<file path="config.mk">
export PLATFORM = sky130hd
export DESIGN_NAME = tga_rle_pixel_decoder_core
export DESIGN_NICKNAME = d
export VERILOG_FILES = /design/src/design/trpd_pkg.sv /design/src/design/trpd_front.sv /design/src/design/trpd_fifo.sv /design/src/design/trpd_back.sv /design/src/design/tga_rle_pixel_decoder_core.sv
export SDC_FILE = /design/constraint.sdc
export NUM_CORES = 1
export LEC_CHECK = 0
export CAP_MARGIN = 15
export CORE_MARGIN = 2
export CORE_UTILIZATION = 50
export DETAILED_ROUTE_END_ITERATION = 16
export DONT_BUFFER_PORTS = 1
export PLACE_DENSITY_LB_ADDON = 0.05
export SYNTH_ARGS = -nofsm -noshare
export SYNTH_HDL_FRONTEND = slang
export SYNTH_SLANG_ARGS = --single-unit
</file>
<file path="constraint.sdc">
create_clock -name clk -period 7.58 [get_ports clk]
set_input_delay 0.758 -clock clk [delete_from_list [all_inputs] [get_ports clk]]
set_output_delay 0.758 -clock clk [all_outputs]
set_load 0.005 [all_outputs]
</file>
<file path="src/design/trpd_pkg.sv">
`timescale 1ns / 1ps
// ============================================================================
// trpd_pkg
// Shared types and constants for the Targa RLE pixel decoder.
// ============================================================================
package trpd_pkg;

  // Configuration register indexes.
  localparam logic [1:0] REG_PIXEL_FORMAT = 2'd0;
  localparam logic [1:0] REG_RLE_ENABLED  = 2'd1;
  localparam logic [1:0] REG_PIXEL_COUNT  = 2'd2;

  // Pixel format codes; the unused code decodes as 32-bit.
  localparam logic [1:0] FMT_RGB555 = 2'd0;
  localparam logic [1:0] FMT_RGB24  = 2'd1;
  localparam logic [1:0] FMT_RGB32  = 2'd2;

  localparam int          COUNT_W    = 30;
  localparam logic [7:0]  RUN_FLAG   = 8'h80;
  localparam logic [7:0]  COUNT_MASK = 8'h7f;
  localparam logic [4:0]  FIELD_MASK = 5'h1f;

  // One finished pixel, handed from the front part to the back part.
  typedef struct packed {
    logic [23:0] pix;
    logic        fmt16;
    logic [7:0]  rep;
    logic        done;
  } trpd_item_t;

endpackage

</file>
<file path="src/design/trpd_front.sv">
`timescale 1ns / 1ps
// ============================================================================
// trpd_front
// Accepts data bytes, parses packet headers, assembles pixels and tracks the
// image pixel budget. Emits one item per finished pixel.
// ============================================================================
module trpd_front
  import trpd_pkg::*;
(
  input  logic               clk,
  input  logic               rst_n,
  input  logic               cfg_wr_en,
  input  logic [1:0]         cfg_index,
  input  logic [COUNT_W-1:0] cfg_wdata,
  input  logic               accept,
  input  logic [7:0]         data_byte,
  input  logic               frame_start,
  output logic               item_push,
  output trpd_item_t         item
);

  logic [1:0]         fmt_r;
  logic               rle_r;
  logic [COUNT_W-1:0] count_r;

  logic [COUNT_W-1:0] emitted_r, emitted_nxt, emitted_eff;
  logic [COUNT_W:0]   rem_r, rem_nxt, rem_eff;
  logic [1:0]         pos_r, pos_nxt, pos_eff;
  logic [23:0]        pix_r, pix_nxt, pix_eff;
  logic [7:0]         left_r, left_nxt, left_eff;
  logic               run_r, run_nxt, run_eff;
  logic               await_r, await_nxt, await_eff;

  logic       active;
  logic [1:0] last_pos;
  logic [7:0] rep;
  logic       emit;

  // Frame start clears decode state and reloads the remainder before the byte.
  always_comb begin
    if (frame_start) begin
      emitted_eff = '0;
      rem_eff     = {1'b0, count_r};
      pos_eff     = '0;
      pix_eff     = '0;
      left_eff    = '0;
      run_eff     = 1'b0;
      await_eff   = 1'b1;
    end else begin
      emitted_eff = emitted_r;
      rem_eff     = rem_r;
      pos_eff     = pos_r;
      pix_eff     = pix_r;
      left_eff    = left_r;
      run_eff     = run_r;
      await_eff   = await_r;
    end
  end

  // The image still has pixels to give while the remaining count is positive.
  assign active = !rem_eff[COUNT_W] && (|rem_eff);

  always_comb begin
    case (fmt_r)
      FMT_RGB555: last_pos = 2'd1;
      FMT_RGB24:  last_pos = 2'd2;
      default:    last_pos = 2'd3;
    endcase
  end

  // Per-byte decode step.
  always_comb begin
    emitted_nxt = emitted_eff;
    rem_nxt     = rem_eff;
    pos_nxt     = pos_eff;
    pix_nxt     = pix_eff;
    left_nxt    = left_eff;
    run_nxt     = run_eff;
    await_nxt   = await_eff;
    rep         = 8'd1;
    emit        = 1'b0;
    if (active) begin
      if (rle_r && await_eff) begin
        // Packet header byte.
        run_nxt   = |(data_byte & RUN_FLAG);
        left_nxt  = (data_byte & COUNT_MASK) + 8'd1;
        await_nxt = 1'b0;
        pos_nxt   = '0;
      end else begin
        case (pos_eff)
          2'd0:    pix_nxt[7:0]   = data_byte;
          2'd1:    pix_nxt[15:8]  = data_byte;
          2'd2:    pix_nxt[23:16] = data_byte;
          default: pix_nxt        = pix_eff;
        endcase
        if (pos_eff < last_pos) begin
          pos_nxt = pos_eff + 2'd1;
        end else begin
          pos_nxt = '0;
          emit    = 1'b1;
          if (rle_r) begin
            if (run_eff) begin
              rep      = (left_eff == 8'd0) ? 8'd1 : left_eff;
              left_nxt = '0;
            end else begin
              left_nxt = (left_eff != 8'd0) ? left_eff - 8'd1 : 8'd0;
            end
            if (left_nxt == 8'd0) begin
              await_nxt = 1'b1;
            end
          end
          // Clamp the repeat to the pixels still owed.
          if ((rem_eff[COUNT_W-1:8] == '0) && (rem_eff[7:0] < rep)) begin
            rep = rem_eff[7:0];
          end
          rem_nxt     = rem_eff - {{(COUNT_W-7){1'b0}}, rep};
          emitted_nxt = emitted_eff + {{(COUNT_W-8){1'b0}}, rep};
        end
      end
    end
  end

  assign item_push  = accept && emit;
  assign item.pix   = pix_nxt;
  assign item.fmt16 = (fmt_r == FMT_RGB555);
  assign item.rep   = rep;
  assign item.done  = (rem_nxt == '0);

  // Config and decode registers; a new pixel count also rebases the remainder.
  always_ff @(posedge clk) begin
    if (!rst_n) begin
      fmt_r     <= FMT_RGB24;
      rle_r     <= 1'b1;
      count_r   <= '0;
      emitted_r <= '0;
      rem_r     <= '0;
      pos_r     <= '0;
      pix_r     <= '0;
      left_r    <= '0;
      run_r     <= 1'b0;
      await_r   <= 1'b1;
    end else begin
      if (cfg_wr_en) begin
        case (cfg_index)
          REG_PIXEL_FORMAT: fmt_r <= cfg_wdata[1:0];
          REG_RLE_ENABLED:  rle_r <= cfg_wdata[0];
          REG_PIXEL_COUNT: begin
            count_r <= cfg_wdata;
            rem_r   <= {1'b0, cfg_wdata} - {1'b0, emitted_r};
          end
          default: ;
        endcase
      end
      if (accept) begin
        emitted_r <= emitted_nxt;
        rem_r     <= rem_nxt;
        pos_r     <= pos_nxt;
        pix_r     <= pix_nxt;
        left_r    <= left_nxt;
        run_r     <= run_nxt;
        await_r   <= await_nxt;
      end
    end
  end

endmodule

</file>
<file path="src/design/trpd_fifo.sv">
`timescale 1ns / 1ps
// ============================================================================
// trpd_fifo
// Short item queue between the front and back parts.
// ============================================================================
module trpd_fifo
  import trpd_pkg::*;
#(
  parameter int DEPTH = 2
) (
  input  logic       clk,
  input  logic       rst_n,
  input  logic       push,
  input  trpd_item_t push_item,
  output logic       full,
  input  logic       pop,
  output logic       empty,
  output trpd_item_t head
);

  localparam int PTR_W = $clog2(DEPTH);
  localparam int CNT_W = $clog2(DEPTH + 1);
  localparam logic [CNT_W-1:0] CNT_MAX  = CNT_W'(DEPTH);
  localparam logic [PTR_W-1:0] PTR_LAST = PTR_W'(DEPTH - 1);

  trpd_item_t       mem_r [DEPTH];
  logic [PTR_W-1:0] wr_ptr_r, rd_ptr_r;
  logic [CNT_W-1:0] cnt_r;
  logic             do_push, do_pop;

  assign full    = (cnt_r == CNT_MAX);
  assign empty   = (cnt_r == '0);
  assign do_push = push && !full;
  assign do_pop  = pop && !empty;
  assign head    = mem_r[rd_ptr_r];

  // Storage.
  always_ff @(posedge clk) begin
    if (do_push) begin
      mem_r[wr_ptr_r] <= push_item;
    end
  end

  // Pointers and fill count.
  always_ff @(posedge clk) begin
    if (!rst_n) begin
      wr_ptr_r <= '0;
      rd_ptr_r <= '0;
      cnt_r    <= '0;
    end else begin
      if (do_push) begin
        wr_ptr_r <= (wr_ptr_r == PTR_LAST) ? '0 : wr_ptr_r + 1'b1;
      end
      if (do_pop) begin
        rd_ptr_r <= (rd_ptr_r == PTR_LAST) ? '0 : rd_ptr_r + 1'b1;
      end
      if (do_push && !do_pop) begin
        cnt_r <= cnt_r + 1'b1;
      end else if (do_pop && !do_push) begin
        cnt_r <= cnt_r - 1'b1;
      end
    end
  end

endmodule

</file>
<file path="src/design/trpd_back.sv">
`timescale 1ns / 1ps
// ============================================================================
// trpd_back
// Converts queued pixels to 8-bit RGB and holds the result in the output
// register until it is popped.
// ============================================================================
module trpd_back
  import trpd_pkg::*;
(
  input  logic       clk,
  input  logic       rst_n,
  input  logic       q_empty,
  input  trpd_item_t q_head,
  output logic       q_pop,
  input  logic       out_pop,
  output logic       out_empty,
  output logic [7:0] out_red,
  output logic [7:0] out_green,
  output logic [7:0] out_blue,
  output logic [7:0] out_repeat_res,
  output logic       out_image_done
);

  logic       valid_r;
  logic [7:0] red, green, blue;

  // Color conversion: 5:5:5 fields scaled by 8, otherwise B,G,R byte order.
  always_comb begin
    if (q_head.fmt16) begin
      red   = {q_head.pix[14:10] & FIELD_MASK, 3'b000};
      green = {q_head.pix[9:5] & FIELD_MASK, 3'b000};
      blue  = {q_head.pix[4:0] & FIELD_MASK, 3'b000};
    end else begin
      red   = q_head.pix[23:16];
      green = q_head.pix[15:8];
      blue  = q_head.pix[7:0];
    end
  end

  // Refill the output register whenever it is free or being taken.
  assign q_pop     = !q_empty && (!valid_r || out_pop);
  assign out_empty = !valid_r;

  always_ff @(posedge clk) begin
    if (!rst_n) begin
      valid_r <= 1'b0;
    end else if (q_pop) begin
      valid_r <= 1'b1;
    end else if (out_pop) begin
      valid_r <= 1'b0;
    end
  end

  always_ff @(posedge clk) begin
    if (q_pop) begin
      out_red        <= red;
      out_green      <= green;
      out_blue       <= blue;
      out_repeat_res <= q_head.rep;
      out_image_done <= q_head.done;
    end
  end

endmodule

</file>
<file path="src/design/tga_rle_pixel_decoder_core.sv">
`timescale 1ns / 1ps
// ============================================================================
// tga_rle_pixel_decoder_core
// Targa pixel-data decoder: raw or run-length packets, 16/24/32-bit pixels,
// one decoded RGB result with a repeat count per finished pixel.
// ============================================================================
//
//   Port group   Direction  Handshake            Carries
//   in_*         input      in_push / in_full    data_byte, frame_start
//   out_*        output     out_pop / out_empty  red, green, blue, repeat, done
//   cfg_*        input      cfg_wr_en            format, RLE enable, pixel count
//
// One byte is accepted per cycle while in_full is low; the front part updates
// all decode state in the cycle a byte is taken. A finished pixel passes
// through the item queue and then the output register before it reaches the
// out_ ports, and waits in the queue while the output register is held.
// Reset (synchronous, rst_n) clears control state, not queue or output data.
// in_full rises only when the item queue is full behind a stalled output;
// header bytes and skipped bytes are taken without producing a result.
// ============================================================================
module tga_rle_pixel_decoder_core
  import trpd_pkg::*;
#(
  parameter int QUEUE_DEPTH = 2
) (
  input  logic               clk,
  input  logic               rst_n,
  input  logic               cfg_wr_en,
  input  logic [1:0]         cfg_index,
  input  logic [COUNT_W-1:0] cfg_wdata,
  input  logic               in_push,
  output logic               in_full,
  input  logic [7:0]         in_data_byte,
  input  logic               in_frame_start,
  output logic               out_empty,
  input  logic               out_pop,
  output logic [7:0]         out_red,
  output logic [7:0]         out_green,
  output logic [7:0]         out_blue,
  output logic [7:0]         out_repeat_res,
  output logic               out_image_done
);

  logic       q_full, q_empty, q_pop, item_push;
  trpd_item_t item, q_head;

  assign in_full = q_full;

  // Front: byte parsing and pixel budget.
  trpd_front u_front (
    .clk         (clk),
    .rst_n       (rst_n),
    .cfg_wr_en   (cfg_wr_en),
    .cfg_index   (cfg_index),
    .cfg_wdata   (cfg_wdata),
    .accept      (in_push && !q_full),
    .data_byte   (in_data_byte),
    .frame_start (in_frame_start),
    .item_push   (item_push),
    .item        (item)
  );

  // Queue between the two parts.
  trpd_fifo #(
    .DEPTH (QUEUE_DEPTH)
  ) u_fifo (
    .clk       (clk),
    .rst_n     (rst_n),
    .push      (item_push),
    .push_item (item),
    .full      (q_full),
    .pop       (q_pop),
    .empty     (q_empty),
    .head      (q_head)
  );

  // Back: color conversion and output register.
  trpd_back u_back (
    .clk            (clk),
    .rst_n          (rst_n),
    .q_empty        (q_empty),
    .q_head         (q_head),
    .q_pop          (q_pop),
    .out_pop        (out_pop),
    .out_empty      (out_empty),
    .out_red        (out_red),
    .out_green      (out_green),
    .out_blue       (out_blue),
    .out_repeat_res (out_repeat_res),
    .out_image_done (out_image_done)
  );

endmodule
</file>
* After elaboration in Yosys (flattened, before gate mapping)
Memory sizes are Yosys's and may differ from the RTL's. A register that Yosys moved wholly into a read port is not among the register bits.
Cells that the tools add are included.
** Operators by class
- Add/subtract/negate cells :: 10
- Order comparisons :: 2
- Eq/ne operators :: 6
- Multiplexer cells :: 71
- Reduce and logical (&&, ||, !) cells :: 35
** Operators with widths (number)
- 8-bit two-way mux :: 30
- 31-bit two-way mux :: 7
- 30-bit two-way mux :: 4
- 24-bit two-way mux :: 3
- 31-bit zero test :: 1
- 31-bit OR reduction :: 1
- 30-bit by 30-bit subtractor with 31-bit output :: 1
- 31-bit by 8-bit subtractor with 31-bit output :: 1
- 30-bit by 8-bit adder with 30-bit output :: 1
- 22-bit zero test :: 1
- 1-bit two-way mux :: 20
- 8-bit zero test :: 2
- 2-bit two-way mux :: 6
- 1-bit logical AND :: 10
- 7-bit by 1-bit adder with 8-bit output, second input constant :: 1
- 2-bit zero test :: 4
- 8-bit less-than comparator :: 1
- 2-bit AND reduction :: 4
- 2-bit nonzero test :: 4
- 8-bit nonzero test :: 1
- 8-bit by 1-bit subtractor with 8-bit output, second input constant :: 1
- 2-bit by 1-bit == test with 1-bit output, second input constant :: 3
- 2-bit == test, second input constant :: 3
- 1-bit zero test :: 6
- other kinds (6) :: 8
** Storage, ports and cells
- Bits in registers :: 168
- RAM bits :: 68
- Input port bits :: 46
- Word-level logic and storage cells :: 147
- Memories :: 1
** Memory list
- u_fifo.mem_r :: depth 2, width 34, rd ports 1, clocked after Yosys merged registers in 1, write ports 1, line trpd_fifo.sv:26 : trpd_item_t mem_r [DEPTH];

* Longest topological paths before layout
Gate-level depths: netlist of the first run.
- Depth in word-level cells :: 19
- Gate-level depth with buffers :: 30
- Gate-level depth less buffers :: 24

* Cells and area by module
From an unflattened synthesis of the first run, not the netlist that was laid out.
** Unflattened totals
- Cells, all modules :: 1510
- Area total of the unflattened synthesis :: 13893.3 µm²
** Modules (own cells, without submodules)
- trpd_front :: times used 1, cells an instance 1313, area an instance 9849.4 µm², seq. area each 2602.5 µm²
- trpd_fifo :: times used 1, cells an instance 131, area an instance 2686.3 µm², seq. area each 2142.1 µm²
- trpd_back :: times used 1, cells an instance 65, area an instance 1343.8 µm², seq. area each 1011.0 µm²
- tga_rle_pixel_decoder_core :: times used 1, cells an instance 1, area an instance 13.8 µm², seq. area each 0.0 µm²

* Worst setup path before layout of the first run
No wires, ideal clock.
- Path type :: input port to flip-flop
- Start point :: input port in_frame_start
- End point :: memory u_fifo.mem_r[0][0] (netlist bit) (data pin)
- Setup time :: 0.139 ns
- Arrival time :: 6.732 ns
- Path slack :: 0.709 ns
- Stages on the path :: 29
- Path buffers :: 6
- Cells stage by stage :: buf_6 > buf_4 > inv_2 > buf_2 > clkbuf_1 > buf_1 > nand2_1 > ha_1 > nand2_1 > and2_1 > nand2_1 > ha_1 > a21o_1 > a21o_1 > a21oi_1 > o311a_1 > clkbuf_1 > mux2i_1 > ha_1 > inv_1 > fa_1 > a211oi_1 > o21ai_0 > a21o_1 > a2111o_1 > xor2_1 > or4_1 > nor4_1 > and4_1
** RTL lines
- start, declared :: line tga_rle_pixel_decoder_core.sv:34 : input logic in_frame_start,
- end, declared :: line trpd_fifo.sv:26

==> impl_metrics.py, run 1 <==
metrics = {
    "run_status": {
        "status": "complete, no violations",
    },
    "worst_setup_path": {
        "cp_cell_sequence": "or4_1 -> o31ai_1 -> nand2_1 -> and2_1 -> nand2_1 -> ha_1 -> a21o_1 -> a21o_1 -> a21oi_1 -> o311a_1 -> mux2i_1 -> ha_1 -> inv_1 -> fa_1 -> a211oi_1 -> o21ai_0 -> a21o_1 -> a2111o_1 -> xor2_1 -> or4_1 -> nor4_1 -> and4_1",
        "worst-path-max-fanout": 8,
        "r2r_cells": 22,
        "start_kind": "register",
        "r2r_slack_ns": 1.03,
        "crit_slowest_cell": "or4_1",
        "path_buf_inv": 1,
        "r2r-start": "u_front.left_r[2]",
        "crit_path_max_incr_delay_ns": 0.60,
        "cp_common_cell": "a21o_1",
        "end_kind": "register",
        "worst_ep_arrival_time_ns": 6.94,
        "cp_data_required_time_ns": 7.97,
        "reg2reg_to": "u_fifo.mem_r[1][0]",
        "critPathTopFamily": "compound AO/OA/AOI/OAI gates",
        "crit_type": "register to register",
    },
    "hold_path": {
        "hold_class": "input port to register",
        "holdCritStartpoint": "rst_n",
        "min_to": "u_front.fmt_r[0]",
        "whs_path_depth": 1,
    },
    "clock_network": {
        "clock_latency_ns": 0.54,
        "tritoncts": "yes",
        "clkSlewWorstSetupHoldPaths_ns": 0.06,
        "clkSinkCount": 237,
        "root_buffer": "clkbuf_16",
        "post_cts_buffers": 0,
        "cts_buffers": 27,
        "clock_path_buffers": 3,
        "cts_resized": 0,
        "hold_buffers": 0,
        "h-tree-depth": 1,
    },
    "sta": {
        "finalSetupTns_ns": 0,
        "layout_min_cycle_time_ns": 6.55,
        "fin_worst_skew_ns": 0.0149,
        "worst_pin_slew_ns": 1.03,
        "slew_viol_final": 0,
        "finalCritPeriodShare": 0.864,
        "setup_viol": 0,
        "fmax_ghz": 0.153,
        "final-hold-violation-count": 0,
        "slew_headroom": 0.312,
        "rsz0062_at_grt": "false",
    },
    "cells_and_area": {
        "diodes": 0,
        "post-route-util": 0.550,
        "area_growth_pct": 8.41,
        "drive_gt1_frac": 0.0631,
        "instances_no_fill": 1962,
        "finish.instance_area_mm2": 0.0152,
        "nets": 1672,
    },
    "yosys": {
        "syn_area_per_cell_um2": 8.73,
        "synth-edff-count": 101,
        "synth_ff_type": "dfxtp_1",
        "ys_ff_latch": 237,
        "async_flop_share": 0,
        "synth.cell_area_mm2": 0.0141,
        "syn_nets": 1718,
        "ys_seq_area_frac": 0.410,
        "yosys_warnings": 0,
        "synth_cell_types": 84,
        "syn_inst": 1609,
    },
    "placed_design": {
        "placed_cell_area_mm2": 0.0143,
        "dpl.hpwl_mm": 26.4,
        "gp_congestion": 0.925,
        "io_buffers": 0,
        "dp_cells": 1912,
    },
    "drt": {
        "wl_met2_mm": 17.7,
        "vias": 11400,
        "dr.first_iter.drc_count": 833,
        "met3_length_mm": 1.65,
        "ant_nets": 0,
        "dr.pass1.iters": 5,
        "route.detailed.drc": 0,
        "vias_per_cell": 5.81,
        "maxUsedRoutingLayer": "met4",
        "wl_met1_mm": 16.7,
        "wl_mm": 37.0,
        "post_drt_wl_per_cell_um": 18.9,
    },
    "grt": {
        "grt_pass1_vias": 10900,
        "grt_usage": 0.254,
        "antenna_found_initial": 0,
        "overflow": 0,
        "grt_max_degree": 100,
        "grt_pass1_wl_mm": 59.5,
    },
    "pwr": {
        "seqPwrFrac": 0.429,
        "power.internal_uw": 2590,
        "power_uw": 3660,
        "p_leak_uw": 0.00571,
        "netSwitchingPower_uw": 1070,
        "irDropWorstVdd_uv": 169,
        "p_comb_frac": 0.186,
        "sw_frac_of_total": 0.292,
        "pwr-share-clk": 0.385,
        "powerDensity_mw_per_mm2": 240,
    },
    "die": {
        "io_pins": 81,
        "fp.dieW_um": 172,
        "die_h_um": 172,
        "fp.coreArea_mm2": 0.0277,
        "rows": 61,
        "initial_core_util": 0.507,
        "die_area_mm2": 0.0295,
    },
    "run": {
        "cap_viol_max_count": 0,
    },
}
final cells by class:
| cell class | count | area, um^2 |
|---|---|---|
| Fill cell | 2523 | 12500 |
| Multi-Input combinational cell | 1215 | 7680 |
| Sequential cell | 237 | 5760 |
| Clock buffer | 28 | 679 |
| Tap cell | 378 | 473 |
| Clock inverter | 22 | 280 |
| Inverter | 67 | 253 |
| Timing Repair Buffer | 15 | 110 |
sequential cells by signal (all words and copies together), names as in the netlist, 8 cells and up, named ones only:
name and count:
u_back.out_blue 8, u_back.out_green 8, u_back.out_red 8, u_back.out_repeat_res 8, u_fifo.mem_r 68, u_front.count_r 30, u_front.emitted_r 30, u_front.left_r 8
u_front.pix_r 24, u_front.rem_r 31
through the flow:
stage | setup WS (ns) | hold slack, ns
floorplan | 0.709 | 0.432
finish | 1.03 | 0.312
global placement | 0.866 | 0.444
detailed placement | 0.663 | 0.446
global route | 0.712 | 0.294
CTS | 1.12 | 0.282
power by group through the flow:
stage               Sequential [uW]  Clock (uW)  Combinational [uW]
detailed placement             1600           0                 676
floorplan                      1580           0                 545
finish                         1570        1410                 680
global placement               1600           0                 673
CTS                            1570        1440                 679
global route                   1590        1490                 765
metal layers:
layer  up-vias  track usage
li1       5696            -
met5         -            0
met1      5424        0.328
met2       231        0.444
met3        51       0.0334
met4         0       0.0693
cell usage in the layout, fill, tap and decap left out, drive strengths merged, types with 6 or more instances in the layout:
| cell | synthesis | layout |
|---|---|---|
| nand2 | 226 | 226 |
| nor2 | 156 | 156 |
| dfxtp | 136 | 136 |
| a21oi | 121 | 121 |
| edfxtp | 101 | 101 |
| inv | 67 | 69 |
| ha | 60 | 60 |
| nand3 | 58 | 58 |
| mux2i | 57 | 57 |
| o21ai | 56 | 56 |
| xnor2 | 53 | 53 |
| nor3 | 41 | 41 |
| a22oi | 36 | 36 |
| xor2 | 29 | 29 |
| a211oi | 28 | 28 |
| clkbuf | 68 | 28 |
| nor2b | 27 | 27 |
| o211ai | 22 | 22 |
| mux2 | 21 | 21 |
| a21o | 20 | 20 |
| nor4 | 20 | 20 |
| or3 | 16 | 16 |
| buf | 22 | 15 |
| nand4 | 14 | 14 |
| and3 | 12 | 12 |
| o21a | 12 | 12 |
| nand2b | 10 | 10 |
| clkinv | 0 | 10 |
| a31oi | 9 | 9 |
| o21bai | 9 | 9 |
| and2 | 9 | 9 |
| nor3b | 7 | 7 |
| or3b | 7 | 7 |
| o31ai | 6 | 6 |
| bufinv | 0 | 6 |
worst max-delay path by stage:
stage | from | endpoint | slack, ns | depth (start not counted)
2_1_floorplan | in_frame_start | u_fifo.mem_r[0][0] | 0.71 | 29
3_3_place_gp | in_frame_start | u_fifo.mem_r[0][0] | 0.87 | 23
6_report | u_front.left_r[2] | u_fifo.mem_r[1][0] | 1.03 | 22
5_1_grt | u_front.left_r[2] | u_fifo.mem_r[1][0] | 0.71 | 22
4_1_cts | u_front.left_r[2] | u_fifo.mem_r[0][0] | 1.12 | 22
3_5_place_dp | in_frame_start | u_fifo.mem_r[0][0] | 0.66 | 23
cells in the mapped netlist, types with 4 or more instances:
cell type | n | area, um^2
nand2_1 | 226 | 848
nor2_1 | 155 | 582
dfxtp_1 | 136 | 2720
a21oi_1 | 121 | 606
edfxtp_1 | 101 | 3030
clkbuf_1 | 68 | 255
inv_1 | 65 | 244
ha_1 | 60 | 751
nand3_1 | 58 | 290
mux2i_1 | 57 | 571
xnor2_1 | 53 | 464
o21ai_0 | 49 | 245
nor3_1 | 40 | 200
a22oi_1 | 36 | 270
xor2_1 | 29 | 254
a211oi_1 | 27 | 203
nor2b_1 | 27 | 169
o211ai_1 | 22 | 165
a21o_1 | 20 | 150
mux2_2 | 20 | 225
nor4_1 | 18 | 113
or3_1 | 16 | 100
buf_1 | 14 | 52.6
nand4_1 | 14 | 87.6
and3_1 | 12 | 75.1
o21a_1 | 12 | 90.1
nand2b_1 | 10 | 62.6
a31oi_1 | 9 | 56.3
o21bai_1 | 9 | 67.6
and2_1 | 8 | 50.1
nor3b_1 | 7 | 52.6
or3b_1 | 7 | 61.3
o21ai_1 | 6 | 30.0
o31ai_1 | 6 | 45.0
a221oi_1 | 5 | 43.8
o2111ai_1 | 5 | 43.8
o221ai_1 | 5 | 43.8
o31a_1 | 4 | 35.0
or4_1 | 4 | 30.0
worst reg2reg max path, delay by kind of cell (launching register included):
kind | cells | cell delay [ns]
compound gates | 9 | 2.44
xor+xnor | 1 | 0.22
fa+ha+maj | 3 | 0.88
buf+inv | 1 | 0.06
flops | 1 | 0.37
mux | 1 | 0.33
simple gates | 7 | 2.11
cell families after synthesis:
kind of cell	synth area share
multiplexers	0.0574
flip-flops	0.410
buffers and inverters	0.0449
XOR/XNOR	0.0511
AO/OA/AOI/OAI	0.172
adder cells (fa/ha/maj)	0.0577
AND/OR/NAND/NOR	0.207
Note: power is estimated with default switching activity, not from simulation.
==> run 2, diff against run 1 <==
==> constraint.sdc (replaced) <==
create_clock -name clk -period 7.1 [get_ports clk]
set_input_delay 0.71 -clock clk [delete_from_list [all_inputs] [get_ports clk]]
set_output_delay 0.71 -clock clk [all_outputs]
set_load 0.005 [all_outputs]
==> run 2 against run 1 <==
Critical endpoint unchanged. Register-to-register slack got worse by 0.42 ns. Sequential power grew 7%. First-iteration DRC count shrank 2.2%. Utilization decreased by 0.29 points. Sequential cell count is the same. Hold slack got worse by 0.048 ns.
==> impl_metrics.py, run 2 (synthesis results as in run 1) <==
metrics = {
    "run_status": {
        "status": "complete, no violations",
    },
    "drt": {
        "post_drt_wl_per_cell_um": 19.0,
        "dr.pass1.iters": 5,
        "vias": 11400,
        "vias_per_cell": 5.83,
        "route.detailed.drc": 0,
        "wl_mm": 37.3,
        "dr.first_iter.drc_count": 815,
        "ant_nets": 0,
    },
    "worst_setup_path": {
        "r2r-start": "u_front.left_r[2]",
        "start_kind": "register",
        "r2r_cells": 22,
        "end_kind": "register",
        "r2r_slack_ns": 0.61,
        "reg2reg_to": "u_fifo.mem_r[1][0]",
        "worst_ep_arrival_time_ns": 6.87,
        "worst-path-max-fanout": 8,
        "cp_data_required_time_ns": 7.49,
        "crit_type": "register to register",
    },
    "pwr": {
        "irDropWorstVdd_uv": 170,
        "p_leak_uw": 0.00567,
        "powerDensity_mw_per_mm2": 250,
        "power_uw": 3790,
    },
    "hold_path": {
        "holdCritStartpoint": "rst_n",
        "hold_class": "input port to register",
        "whs_path_depth": 1,
        "min_to": "u_front.fmt_r[0]",
    },
    "clock_network": {
        "clock_path_buffers": 3,
        "clkSlewWorstSetupHoldPaths_ns": 0.06,
        "clkSinkCount": 237,
        "cts_resized": 0,
        "clock_latency_ns": 0.54,
        "post_cts_buffers": 0,
        "root_buffer": "clkbuf_16",
        "h-tree-depth": 1,
        "hold_buffers": 0,
        "cts_buffers": 27,
        "tritoncts": "yes",
    },
    "sta": {
        "finalSetupTns_ns": 0,
        "worst_pin_slew_ns": 1.09,
        "rsz0062_at_grt": "false",
        "hold_ws_ns": 0.264,
        "fmax_ghz": 0.154,
        "slew_headroom": 0.273,
        "final-hold-violation-count": 0,
        "fin_worst_skew_ns": 0.0126,
        "setup_viol": 0,
        "finalCritPeriodShare": 0.914,
        "layout_min_cycle_time_ns": 6.49,
        "slew_viol_final": 0,
    },
    "placed_design": {
        "placed_cell_area_mm2": 0.0143,
        "dpl.hpwl_mm": 26.6,
        "gp_congestion": 0.937,
        "io_buffers": 0,
    },
    "cells_and_area": {
        "regMostFlops": "u_fifo.mem_r",
        "area_growth_pct": 7.84,
        "multiInputGateArea_mm2": 0.00768,
        "drive_gt1_frac": 0.0600,
        "fillers": 2541,
        "layout_commonest_cell": "nand2_1",
        "diodes": 0,
        "largest_reg_flops": 68,
        "reg_top3": "u_fifo.mem_r x68, u_front.rem_r x31",
        "finish.instance_area_mm2": 0.0152,
        "final_cell_mix": "nand2_1, nor2_1, dfxtp_1",
        "seq_area_mm2": 0.00576,
        "nets": 1672,
    },
    "die": {
        "io_pins": 81,
        "initial_core_util": 0.507,
        "fp.dieW_um": 172,
        "fp.coreArea_mm2": 0.0277,
        "die_area_mm2": 0.0295,
        "rows": 61,
        "die_h_um": 172,
    },
    "grt": {
        "antenna_found_initial": 0,
        "grt_pass1_wl_mm": 59.7,
        "grt_usage": 0.255,
        "overflow": 0,
        "grt_pass1_vias": 10900,
        "grt_max_degree": 100,
    },
    "run": {
        "cap_viol_max_count": 0,
    },
}
-- run 2: worst max path at each step --
stage                      startpoint                  to  slack, ns
global route        u_front.left_r[3]  u_fifo.mem_r[1][0]       0.09
detailed placement     in_frame_start  u_fifo.mem_r[0][0]       0.53
floorplan              in_frame_start  u_fifo.mem_r[0][0]       0.28
CTS                 u_front.left_r[3]  u_fifo.mem_r[1][0]       0.65
global placement       in_frame_start  u_fifo.mem_r[0][0]       0.65
finish              u_front.left_r[2]  u_fifo.mem_r[1][0]       0.61
-- run 2: worst max-delay path, cell delays in order (launching register included) --
cell and delay (ns):
dfxtp_1 0.37, or4_1 0.59, o31ai_1 0.28, nand2_1 0.11
and2_1 0.18, nand2_1 0.09, ha_1 0.24, a21o_1 0.16
a21o_1 0.17, a21oi_1 0.17, o311a_1 0.43, mux2i_1 0.34
ha_1 0.22, inv_1 0.06, fa_1 0.42, a211oi_1 0.33
o21ai_0 0.14, a21o_1 0.27, a2111o_1 0.47, xor2_1 0.21
or4_1 0.51, nor4_1 0.29, and4_1 0.29
-- run 2: report_power, final --
part,internal (uW),switching (uW)
logic,259,466
registers,1590,86.2
clock network,816,571
total,2670,1120
-- run 2: cell type report --
cell class | instances | area share
clock buffers | 32 | 0.0465
clock inverters | 18 | 0.0114
inverters | 67 | 0.0167
repair buffers | 15 | 0.00743
multi-input cells | 1215 | 0.507
well taps | 378 | 0.0312
flip-flops and latches | 237 | 0.380
-- run 2: through the flow --
| stage | utilization | setup WS, ns | instances |
|---|---|---|---|
| floorplan | - | 0.277 | 1609 |
| global placement | 0.515 | 0.653 | 1912 |
| detailed placement | 0.515 | 0.530 | 1912 |
| CTS | 0.547 | 0.653 | 1962 |
| global route | 0.547 | 0.0884 | 1962 |
| finish | 0.547 | 0.612 | 1962 |
-- run 2: per-layer routing --
layer  track usage  vias up  wire length (um)
met5             0        -                 0
met4        0.0888        0              1300
met3        0.0444       59              2150
met2         0.428      285             17500
met1         0.331     5407             16400
li1              -     5695                 -
==> run 3, diff against run 2 <==
--- a/config.mk
+++ b/config.mk
@@ -5,12 +5,16 @@
 export SDC_FILE = /design/constraint.sdc
 export NUM_CORES = 1
 export LEC_CHECK = 0
+export ABC_CLOCK_PERIOD_IN_PS = 7100
 export CAP_MARGIN = 15
+export CELL_PAD_IN_SITES_DETAIL_PLACEMENT = 2
+export CELL_PAD_IN_SITES_GLOBAL_PLACEMENT = 2
 export CORE_MARGIN = 2
-export CORE_UTILIZATION = 50
+export CORE_UTILIZATION = 40
 export DETAILED_ROUTE_END_ITERATION = 16
 export DONT_BUFFER_PORTS = 1
 export PLACE_DENSITY_LB_ADDON = 0.05
+export SKIP_LAST_GASP = 1
 export SYNTH_ARGS = -nofsm -noshare
 export SYNTH_HDL_FRONTEND = slang
 export SYNTH_SLANG_ARGS = --single-unit
==> run 3 against run 2 <==
Die area is 24% higher. Hold slack lost 0.037 ns. Largest cell class unchanged. Fmax fell by 0.78%. Via count rose by 4.5%. First-iteration DRC count decreased by 42%. Clock power is 10% higher. Final cell count increased by 4.2%. Non-clock buffer count grew 3.
==> impl_metrics.py, run 3 (synthesis results as in run 1) <==
metrics = {
    "placed_design": {
        "placed_cell_area_mm2": 0.0144,
        "io_buffers": 0,
        "dpl.hpwl_mm": 33.3,
        "gp_congestion": 0.867,
    },
    "drt": {
        "vias": 12000,
        "dr.pass1.iters": 5,
        "vias_per_cell": 5.85,
        "route.detailed.drc": 0,
        "dr.first_iter.drc_count": 470,
        "post_drt_wl_per_cell_um": 22.9,
        "ant_nets": 0,
        "wl_mm": 46.9,
    },
    "pwr": {
        "p_leak_uw": 0.00574,
        "irDropWorstVdd_uv": 222,
        "powerDensity_mw_per_mm2": 260,
    },
    "cells_and_area": {
        "area_growth_pct": 9.36,
        "reg_top3": "u_fifo.mem_r x68, u_front.rem_r x31",
        "drive_gt1_frac": 0.0667,
        "finish.instance_area_mm2": 0.0154,
        "regMostFlops": "u_fifo.mem_r",
        "diodes": 0,
        "layout_commonest_cell": "nand2_1",
        "final_cell_mix": "nand2_1, nor2_1, dfxtp_1",
        "largest_reg_flops": 68,
        "nets": 1677,
    },
    "worst_setup_path": {
        "cp_data_required_time_ns": 7.52,
        "crit_type": "register to register",
        "worst-path-max-fanout": 8,
        "end_kind": "register",
        "worst_ep_arrival_time_ns": 6.95,
        "start_kind": "register",
    },
    "grt": {
        "grt_max_degree": 100,
        "antenna_found_initial": 1,
        "grt_pass1_vias": 12800,
        "grt_pass1_wl_mm": 74.1,
        "grt_usage": 0.259,
        "overflow": 0,
    },
    "hold_path": {
        "hold_class": "input port to register",
    },
    "sta": {
        "slew_headroom": 0.229,
        "setup_viol": 0,
        "worst_pin_slew_ns": 1.16,
        "fin_worst_skew_ns": 0.0248,
        "rsz0062_at_grt": "false",
        "fmax_ghz": 0.153,
        "final-hold-violation-count": 0,
        "slew_viol_final": 0,
        "finalCritPeriodShare": 0.921,
        "finalSetupTns_ns": 0,
        "layout_min_cycle_time_ns": 6.54,
    },
    "die": {
        "io_pins": 81,
        "rows": 68,
        "fp.coreArea_mm2": 0.0345,
        "die_h_um": 191,
        "initial_core_util": 0.407,
        "fp.dieW_um": 191,
        "die_area_mm2": 0.0366,
    },
    "run": {
        "cap_viol_max_count": 0,
    },
    "clock_network": {
        "root_buffer": "clkbuf_16",
        "clkSinkCount": 237,
        "clock_latency_ns": 0.59,
        "cts_resized": 0,
        "h-tree-depth": 1,
        "hold_buffers": 0,
        "clkSlewWorstSetupHoldPaths_ns": 0.06,
        "clock_path_buffers": 3,
        "post_cts_buffers": 0,
        "cts_buffers": 29,
        "tritoncts": "yes",
    },
    "run_status": {
        "status": "complete, no violations",
    },
}
run 3: cell count changes in the layout (fill, tap and decap cells not counted), moves of 2 or more:
cell | before | now
buf_4 | 15 | 18
clkbuf_16 | 27 | 29
clkbuf_8 | 1 | 7
clkinv_1 | 6 | 0
clkinv_2 | 3 | 8
clkinvlp_2 | 2 | 0
run 3: worst paths after layout:
kind                                         start            endpoint  slack, ns  depth (start not counted)
worst max-delay path             u_front.left_r[3]  u_fifo.mem_r[0][0]       0.56                         22
worst min-delay path                         rst_n    u_front.fmt_r[0]       0.23                          1
worst max register to register   u_front.left_r[3]  u_fifo.mem_r[0][0]       0.56                         22
worst min register to register  u_front.count_r[0]  u_front.count_r[0]       0.46                          2
run 3: layer usage:
layer	up-vias	track usage	routed length, um
met5	-	0	0
met4	0	0.0633	1180
met3	69	0.0341	1550
met2	185	0.461	23100
met1	6004	0.330	21100
li1	5701	-	-
run 3: layout make-up:
class / count / area (um^2)
fillers: 3840 / 19200
multi-input cells: 1215 / 7680
repair buffers: 18 / 135
flip-flops and latches: 237 / 5760
clock inverters: 12 / 130
inverters: 67 / 253
clock buffers: 41 / 841
well taps: 455 / 569
run 3: critical path, cell delays in order (launching register included):
cell and delay, ns:
dfxtp_1 0.39, or4_1 0.59, o31ai_1 0.29, nand2_1 0.14
and2_1 0.20, nand2_1 0.10, ha_1 0.25, a21o_1 0.16
a21o_1 0.16, a21oi_1 0.14, o311a_1 0.41, mux2i_1 0.33
ha_1 0.22, inv_1 0.06, fa_1 0.42, a211oi_1 0.37
o21ai_0 0.15, a21o_1 0.28, a2111o_1 0.48, xor2_1 0.21
or4_1 0.52, nor4_1 0.23, and4_1 0.27
run 3: metrics by stage:
step / util / hold slack (ns) / total power [uW] / setup slack (ns) / std cells
finish: 0.445 / 0.227 / 3990 / 0.562 / 2045
CTS: 0.445 / 0.193 / 4040 / 0.562 / 2045
detailed placement: 0.417 / 0.459 / 2500 / 0.560 / 1992
floorplan: - / 0.432 / 2270 / 0.277 / 1609
global route: 0.445 / 0.217 / 4190 / 0.0467 / 2045
global placement: 0.417 / 0.443 / 2460 / 0.750 / 1992
run 3: power breakdown:
part,internal (uW),switching [uW]
clock network,897,628
registers,1590,101
logic,263,509
